**src/fmp_pkg.sv**
```systemverilog
// Shared constants and controller-to-datapath types for the Fibonacci matrix-power block.
`timescale 1ns / 1ps
package fmp_pkg;

  localparam int IndexWidth = 7;
  localparam int ValueWidth = 63;
  localparam int MulWidth   = 32;
  localparam int ProdWidth  = 2 * MulWidth;
  localparam int BitCntWidth = $clog2(IndexWidth);

  // Largest index whose Fibonacci number fits in the 63-bit result.
  localparam logic [IndexWidth-1:0] FIB_MAX_INDEX = IndexWidth'(92);
  localparam logic [BitCntWidth-1:0] TOP_BIT    = BitCntWidth'(IndexWidth - 1);

  // Steps of one squaring pass through the shared multiplier.
  localparam logic [2:0] STEP_SQ_A   = 3'd0;  // a*a, also latch a+c
  localparam logic [2:0] STEP_SQ_B   = 3'd1;  // b*b
  localparam logic [2:0] STEP_SQ_C   = 3'd2;  // c*c
  localparam logic [2:0] STEP_CROSS  = 3'd3;  // b*(a+c)
  localparam logic [2:0] STEP_UPDATE = 3'd4;  // write the squared matrix back

  typedef struct packed {
    logic                   load;      // take a new request into the datapath
    logic                   square;    // run squaring step 'step'
    logic [2:0]             step;
    logic                   mul_q;     // multiply the accumulator by the base matrix
    logic [BitCntWidth-1:0] bit_sel;   // exponent bit to report
    logic                   out_load;  // capture the result into the output register
  } cmd_t;

  typedef struct packed {
    logic skip;     // index zero or above the representable range
    logic bit_set;  // selected exponent bit
  } status_t;

endpackage

```
**src/fmp_datapath.sv**
```systemverilog
// Datapath: symmetric 2x2 accumulator, shared 32x32 multiplier and result register.
`timescale 1ns / 1ps
module fmp_datapath
  import fmp_pkg::*;
(
  input  logic                  clk,
  input  cmd_t                  cmd,
  input  logic [IndexWidth-1:0] index,
  output status_t               status,
  output logic [ValueWidth-1:0] fib_value,
  output logic                  overflow
);

  // Q^k is symmetric: a = e00, b = e01 = e10, c = e11.
  logic [ValueWidth-1:0] a, b, c;
  logic [ValueWidth-1:0] sum_ac, ta, tb, tc;
  logic [ProdWidth-1:0]  prod;
  logic [IndexWidth-1:0] expo;
  logic                  idx_zero, idx_ovf;

  logic [MulWidth-1:0]   mul_x, mul_y;
  logic [ProdWidth-1:0]  mul_p;

  // For every index that fits, each operand is a Fibonacci number (or a sum of two)
  // below 2^32, so the low 32 bits carry the full value.
  always_comb begin
    case (cmd.step)
      STEP_SQ_A: begin
        mul_x = a[MulWidth-1:0];
        mul_y = a[MulWidth-1:0];
      end
      STEP_SQ_B: begin
        mul_x = b[MulWidth-1:0];
        mul_y = b[MulWidth-1:0];
      end
      STEP_SQ_C: begin
        mul_x = c[MulWidth-1:0];
        mul_y = c[MulWidth-1:0];
      end
      default: begin
        mul_x = b[MulWidth-1:0];
        mul_y = sum_ac[MulWidth-1:0];
      end
    endcase
  end

  // Both operands are zero-extended 32-bit values, so this is a 32x32 product.
  assign mul_p = ProdWidth'(mul_x) * ProdWidth'(mul_y);

  always_ff @(posedge clk) begin
    if (cmd.load) begin
      a        <= ValueWidth'(1);
      b        <= '0;
      c        <= ValueWidth'(1);
      expo     <= index - IndexWidth'(1);
      idx_zero <= (index == '0);
      idx_ovf  <= (index > FIB_MAX_INDEX);
    end else if (cmd.square) begin
      case (cmd.step)
        STEP_SQ_A: begin
          prod   <= mul_p;
          sum_ac <= a + c;
        end
        STEP_SQ_B: begin
          ta   <= prod[ValueWidth-1:0];
          prod <= mul_p;
        end
        STEP_SQ_C: begin
          tb   <= prod[ValueWidth-1:0];
          prod <= mul_p;
        end
        STEP_CROSS: begin
          tc   <= prod[ValueWidth-1:0];
          prod <= mul_p;
        end
        default: begin
          a <= ta + tb;
          b <= prod[ValueWidth-1:0];
          c <= tb + tc;
        end
      endcase
    end else if (cmd.mul_q) begin
      a <= a + b;
      b <= a;
      c <= b;
    end
  end

  always_ff @(posedge clk) begin
    if (cmd.out_load) begin
      fib_value <= (idx_zero || idx_ovf) ? '0 : a;
      overflow  <= idx_ovf;
    end
  end

  assign status.skip    = idx_zero | idx_ovf;
  assign status.bit_set = expo[cmd.bit_sel];

endmodule

```
**src/fmp_ctrl.sv**
```systemverilog
// Controller: sequences the square-and-multiply steps and owns both handshakes.
`timescale 1ns / 1ps
module fmp_ctrl
  import fmp_pkg::*;
(
  input  logic    clk,
  input  logic    rst,
  input  logic    in_valid,
  output logic    in_stall,
  output logic    out_valid,
  input  logic    out_stall,
  input  status_t status,
  output cmd_t    cmd
);

  localparam logic [1:0] S_IDLE   = 2'd0;
  localparam logic [1:0] S_CHECK  = 2'd1;
  localparam logic [1:0] S_SQUARE = 2'd2;
  localparam logic [1:0] S_MULQ   = 2'd3;

  logic [1:0]             state, state_next;
  logic                   finish, finish_next;
  logic [2:0]             step, step_next;
  logic [BitCntWidth-1:0] bit_cnt, bit_cnt_next;
  logic                   out_free;

  assign in_stall = (state != S_IDLE) || finish;
  assign out_free = !out_valid || !out_stall;

  always_comb begin
    state_next   = state;
    finish_next  = finish;
    step_next    = step;
    bit_cnt_next = bit_cnt;
    cmd          = '0;
    cmd.step     = step;
    cmd.bit_sel  = bit_cnt;

    if (finish) begin
      if (out_free) begin
        cmd.out_load = 1'b1;
        finish_next  = 1'b0;
      end
    end else begin
      case (state)
        S_IDLE: begin
          if (in_valid) begin
            cmd.load   = 1'b1;
            state_next = S_CHECK;
          end
        end
        S_CHECK: begin
          step_next    = STEP_SQ_A;
          bit_cnt_next = TOP_BIT;
          if (status.skip) begin
            state_next  = S_IDLE;
            finish_next = 1'b1;
          end else begin
            state_next = S_SQUARE;
          end
        end
        S_SQUARE: begin
          cmd.square = 1'b1;
          if (step == STEP_UPDATE) begin
            step_next = STEP_SQ_A;
            if (status.bit_set) begin
              state_next = S_MULQ;
            end else if (bit_cnt == '0) begin
              state_next  = S_IDLE;
              finish_next = 1'b1;
            end else begin
              bit_cnt_next = bit_cnt - BitCntWidth'(1);
            end
          end else begin
            step_next = step + 3'd1;
          end
        end
        S_MULQ: begin
          cmd.mul_q = 1'b1;
          if (bit_cnt == '0) begin
            state_next  = S_IDLE;
            finish_next = 1'b1;
          end else begin
            bit_cnt_next = bit_cnt - BitCntWidth'(1);
            state_next   = S_SQUARE;
          end
        end
        default: begin
          state_next = S_IDLE;
        end
      endcase
    end
  end

  always_ff @(posedge clk) begin
    if (rst) begin
      state     <= S_IDLE;
      finish    <= 1'b0;
      step      <= STEP_SQ_A;
      bit_cnt   <= TOP_BIT;
      out_valid <= 1'b0;
    end else begin
      state   <= state_next;
      finish  <= finish_next;
      step    <= step_next;
      bit_cnt <= bit_cnt_next;
      if (cmd.out_load) begin
        out_valid <= 1'b1;
      end else if (!out_stall) begin
        out_valid <= 1'b0;
      end
    end
  end

  // A waiting result is never overwritten.
  a_no_overwrite: assert property (@(posedge clk) disable iff (rst)
    cmd.out_load |-> !(out_valid && out_stall))
    else $error("result register loaded while a stalled result waits");

  // An accepted request always goes to the range check next.
  a_accept_to_check: assert property (@(posedge clk) disable iff (rst)
    (in_valid && !in_stall) |=> (state == S_CHECK))
    else $error("accepted request did not reach the range check");

  // The exponent walk never leaves the index width.
  a_bit_range: assert property (@(posedge clk) disable iff (rst)
    (state == S_SQUARE || state == S_MULQ) |-> (bit_cnt <= TOP_BIT))
    else $error("exponent bit counter out of range");

  // The step counter stays within the five steps of a squaring pass.
  a_step_range: assert property (@(posedge clk) disable iff (rst)
    (state == S_SQUARE) |-> (step <= STEP_UPDATE))
    else $error("squaring step counter out of range");

  // A result that is not taken stays valid.
  a_out_hold: assert property (@(posedge clk) disable iff (rst)
    (out_valid && out_stall && !cmd.out_load) |=> out_valid)
    else $error("stalled result dropped");

  // Whenever the controller idles, the step counter is back at the first squaring step.
  a_step_rewound: assert property (@(posedge clk) disable iff (rst)
    (state == S_IDLE) |-> (step == STEP_SQ_A))
    else $error("step counter not rewound in idle");

endmodule

```
**src/fibonacci_matrix_power.sv**
```systemverilog
// Top level of the Fibonacci-by-matrix-power block: controller plus datapath.
`timescale 1ns / 1ps
// Computes F(index) for a 7-bit index, with F(0) = 0 and F(1) = 1.
// Input channel: in_valid / in_stall with the index field. A request is taken at a
// rising edge where in_valid is high and in_stall is low. in_stall is high while a
// request is being worked on, so one request is in flight at a time.
// Output channel: out_valid / out_stall with fib_value and overflow. A result
// sits in the output register until the receiver takes it; the next request is
// accepted while that result still waits.
// Work: the accumulator starts as the identity and walks the seven bits of
// index-1 from the top. Each bit takes a squaring pass through the single
// shared 32x32 multiplier (three squares, one cross product, one write-back),
// plus an addition step when the bit is set.
// Index zero and indexes above 92 skip the walk; above 92, overflow is 1 and
// fib_value is 0.
// A new request can be taken in the cycle after the result is loaded.
// If the receiver stalls, the finished result holds in the controller until the
// output register frees, and no new request is taken meanwhile.
// Reset (rst, synchronous) returns the controller to idle and drops any result.
module fibonacci_matrix_power
  import fmp_pkg::*;
(
  input  logic                  clk,
  input  logic                  rst,
  input  logic                  in_valid,
  output logic                  in_stall,
  input  logic [IndexWidth-1:0] index,
  output logic                  out_valid,
  input  logic                  out_stall,
  output logic [ValueWidth-1:0] fib_value,
  output logic                  overflow
);

  cmd_t    cmd;
  status_t status;

  // The controller decides step by step; the datapath only follows commands.
  fmp_ctrl u_ctrl (
    .clk       (clk),
    .rst       (rst),
    .in_valid  (in_valid),
    .in_stall  (in_stall),
    .out_valid (out_valid),
    .out_stall (out_stall),
    .status    (status),
    .cmd       (cmd)
  );

  // Matrix registers, shared multiplier and the result register.
  fmp_datapath u_datapath (
    .clk       (clk),
    .cmd       (cmd),
    .index     (index),
    .status    (status),
    .fib_value (fib_value),
    .overflow  (overflow)
  );

endmodule
```
**config.mk**
```make
export PLATFORM = sky130hd
export DESIGN_NAME = fibonacci_matrix_power
export DESIGN_NICKNAME = d
export VERILOG_FILES = /design/src/fmp_pkg.sv /design/src/fmp_datapath.sv /design/src/fmp_ctrl.sv /design/src/fibonacci_matrix_power.sv
export SDC_FILE = /design/constraint.sdc
export NUM_CORES = 2
export LEC_CHECK = 0
export ABC_CLOCK_PERIOD_IN_PS = 8900
export BUFFER_PORTS_ARGS = -buffer_cell sky130_fd_sc_hd__buf_2
export CAP_MARGIN = 0
export CORE_ASPECT_RATIO = 1.5
export CORE_UTILIZATION = 50
export CTS_CLUSTER_DIAMETER = 150
export DETAILED_ROUTE_END_ITERATION = 10
export PLACE_DENSITY = 0.72
export SYNTH_ARGS = -nofsm -noshare
export SYNTH_HDL_FRONTEND = slang
export SYNTH_SLANG_ARGS = --single-unit
```
**constraint.sdc**
```tcl
create_clock -name clk -period 8.9 [get_ports clk]
set_clock_uncertainty 0.15 [all_clocks]
set_input_delay 0.445 -clock clk [delete_from_list [all_inputs] [get_ports clk]]
set_output_delay 0.445 -clock clk [all_outputs]
set_load 0.1 [all_outputs]
```
==> results.sh <==
export IMPL_status="complete, but fails checks"
export IMPL_violations="negative setup slack"
export IMPL_p_leak_nw=31.5
export IMPL_route_detailed_wl_per_inst_um=23.3
export IMPL_synth_cell_type_count=86
export IMPL_dieArea_um2=123000
export IMPL_drive_gt1_frac=0.143
export IMPL_worst_ir_drop_vdd_v=0.0000979
export IMPL_finalWorstSetupSlack_ps=-223
export IMPL_synth_seq_cells=494
export IMPL_synthesis_area_um2=60800
export IMPL_die_w_um=287
export IMPL_regArea_um2=13200
export IMPL_cts_tree="built"
export IMPL_slew_violations=0
export IMPL_die_y_um=429
export IMPL_worst_slew_pin_slew_ps=1290
export IMPL_worstPathArrival_ps=9300
export IMPL_drtIter0Drc=4120
export IMPL_m1WireLength_um=74400
export IMPL_clock_latency_ps=630
export IMPL_synth_avg_cell_area_um2=9.01
export IMPL_wirelength_um=204000
export IMPL_core_area_um2=121000
export IMPL_yosys_warnings=0
export IMPL_nets=8494
export IMPL_grt_overflow_total=0
export IMPL_place_area_um2=66800
export IMPL_cp_slowest_stage_delay_ps=590
export IMPL_final_cell_mix="946 x inv_1, 880 x fa_1, 851 x nor2_1"
export IMPL_port_buffers=76
export IMPL_finalCritPeriodShare=1.03
export IMPL_setup_violations=15
export IMPL_start_kind="flip-flop"
export IMPL_rows=156
export IMPL_initial_utilization=0.504
export IMPL_final_antenna_net_count=0
export IMPL_routed_via_density=5.88
export IMPL_crit_slowest_cell="fa_1"
export IMPL_gp_congestion=1.04
export IMPL_drt_first_pass_iters=6
export IMPL_io_pin_count=77
export IMPL_rsz0062_at_grt="true"
export IMPL_final_common_cell="inv_1"
export IMPL_grt_pass1_wl_um=309000
export IMPL_grt_total_usage=0.332
export IMPL_finalHoldViolations=0
export IMPL_dr_wl_met3_um=17300
export IMPL_cts_sinks=494
export IMPL_max_freq_ghz=0.110
export IMPL_clkTransAtPathRegs_ps=70
export IMPL_multi_input_area_um2=44000
export IMPL_crit_path_frequent_cell="fa_1"
export IMPL_hpwl_um=168000
export IMPL_period_needed_ps=9120
export IMPL_top_layer_used="met5"
export IMPL_synth_edf_count=326
export IMPL_via_count=51400
export IMPL_clock_path_buffers=3
export IMPL_areaGrowthSynthToFinish_pct=15.1
export IMPL_dr_wl_met2_um=97100
export IMPL_crit_fanout=9
export IMPL_synthFlopType="edfxtp_1"
export IMPL_end_kind="flip-flop"
export IMPL_slew_headroom=0.139
export IMPL_fin_setup_tns_ps=-1960
export IMPL_fillers=10400
export IMPL_clockRootBuffer="clkbuf_16"
export IMPL_crit_type="flip-flop to flip-flop"
export IMPL_async_flop_share=0
export IMPL_power_density_nw_per_um2=75.6
export IMPL_hold_class="input pin to flip-flop"
export IMPL_design_area_um2=70000
export IMPL_cp_required_ps=9080
export IMPL_drc=0
export IMPL_antenna_found_initial=2
export IMPL_yosysSeqAreaShare=0.216
export IMPL_h_tree_depth=2
export IMPL_cts_made_buffers=41
export IMPL_grt_pass1_vias=52600
export IMPL_postSynthCellCount=6744
export IMPL_grt_max_degree=188
export IMPL_synth_net_count=8110
export IMPL_max_cap_viol_count=0
## cell families after synthesis
| family | after synthesis | share of synthesized area |
|---|---|---|
| flip-flops | 494 | 0.216 |
| AO/OA/AOI/OAI | 1221 | 0.132 |
| XOR/XNOR | 206 | 0.0297 |
| AND/OR/NAND/NOR | 2150 | 0.149 |
| buffers and inverters | 1306 | 0.0810 |
| adder cells (fa/ha/maj) | 1355 | 0.390 |
| multiplexers | 12 | 0.00222 |
## final timing paths
check	slack [ps]	cells past startpoint	to	startpoint
worst max-delay path	-220	35	u_datapath.prod[62]$_DFFE_PP_	u_ctrl.step[1]$_SDFFE_PP0P_
worst min-delay path	20	2	u_datapath.expo[6]$_DFFE_PP_	index[6]
worst max register to register	-220	35	u_datapath.prod[62]$_DFFE_PP_	u_ctrl.step[1]$_SDFFE_PP0P_
worst min register to register	330	0	u_datapath.ta[40]$_DFFE_PP_	u_datapath.prod[40]$_DFFE_PP_
## cell usage after synthesis (25+ instances only)
library cell	count	area [µm²]
nand2b_1	43	269
and2_1	84	526
nand2_1	799	3000
xor2_1	62	543
a31oi_1	38	238
a21oi_1	347	1740
o21bai_1	39	293
a22oi_1	38	285
ha_1	456	5710
edfxtp_1	326	9790
a311oi_1	84	736
nor2b_1	31	194
inv_1	966	3630
o21ai_0	195	976
nand4_1	36	225
nor2_1	908	3410
nand3_1	84	420
o21ai_1	28	140
a211oi_1	66	495
a21o_1	172	1290
xnor2_1	144	1260
o21a_1	61	458
nor3_1	64	320
and3_1	40	250
clkbuf_1	311	1170
dfxtp_1	168	3360
fa_1	899	18000
o211ai_1	25	188
## worst max-delay path, delay by kind of cell (launching register included)
| family | cells | cell delay, ps |
|---|---|---|
| adders and majority gates | 10 | 4500 |
| AOI/OAI and AO/OA | 9 | 1560 |
| buffers and inverters | 10 | 1150 |
| and+or+nand+nor | 6 | 1120 |
| DFF | 1 | 330 |
## state kept, by name (all words and copies together) (netlist names), 63 cells and up
signal and flops:
u_datapath.a 63, u_datapath.b 63, u_datapath.fib_value 63, u_datapath.prod 63, u_datapath.ta 63, u_datapath.tb 63
## area by class of cell
class                   count  area share
multi-input cells        4945       0.629
flip-flops and latches    494       0.188
repair buffers            679      0.0831
inverters                 967      0.0519
clock buffers              54      0.0175
well taps                1580      0.0283
diodes                      2   0.0000715
clock inverters            21     0.00222
## what timing repair did
| item | in CTS | in global routing |
|---|---|---|
| setup buffers | 23 | 37 |
| hold buffers | 2 | 0 |
| pin swaps | 42 | 111 |
| endpoints found under the hold margin | 2 | 0 |
| setup endpoints to repair | 30 | 32 |
| cloned | 2 | 2 |
| resized for setup | 122 | 182 |
## stage by stage
stage / cells / hold slack [ps] / setup WS (ps) / utilization / total power [W]
3_5_place_dp: 8604 / 307 / -594 / 0.554 / 0.00338
6_report: 8742 / 20.0 / -223 / 0.580 / 0.00529
3_3_place_gp: 8604 / 304 / -507 / 0.554 / 0.00337
2_1_floorplan: 6744 / 295 / -21.2 / - / 0.00305
4_1_cts: 8706 / 6.76 / -173 / 0.572 / 0.00527
5_1_grt: 8741 / 53.4 / -442 / 0.580 / 0.00542
## power by group
| group | switching (W) | internal, W |
|---|---|---|
| clock network | 0.000917 | 0.000987 |
| registers | 0.0000438 | 0.00248 |
| logic | 0.000602 | 0.000261 |
## routing by layer
| layer | global-route usage | up-vias |
|---|---|---|
| li1 | - | 22800 |
| met1 | 0.402 | 25400 |
| met2 | 0.552 | 2508 |
| met3 | 0.0493 | 697 |
| met4 | 0.209 | 2 |
| met5 | 0 | - |
No activity file was read; power rests on OpenSTA's default activity.
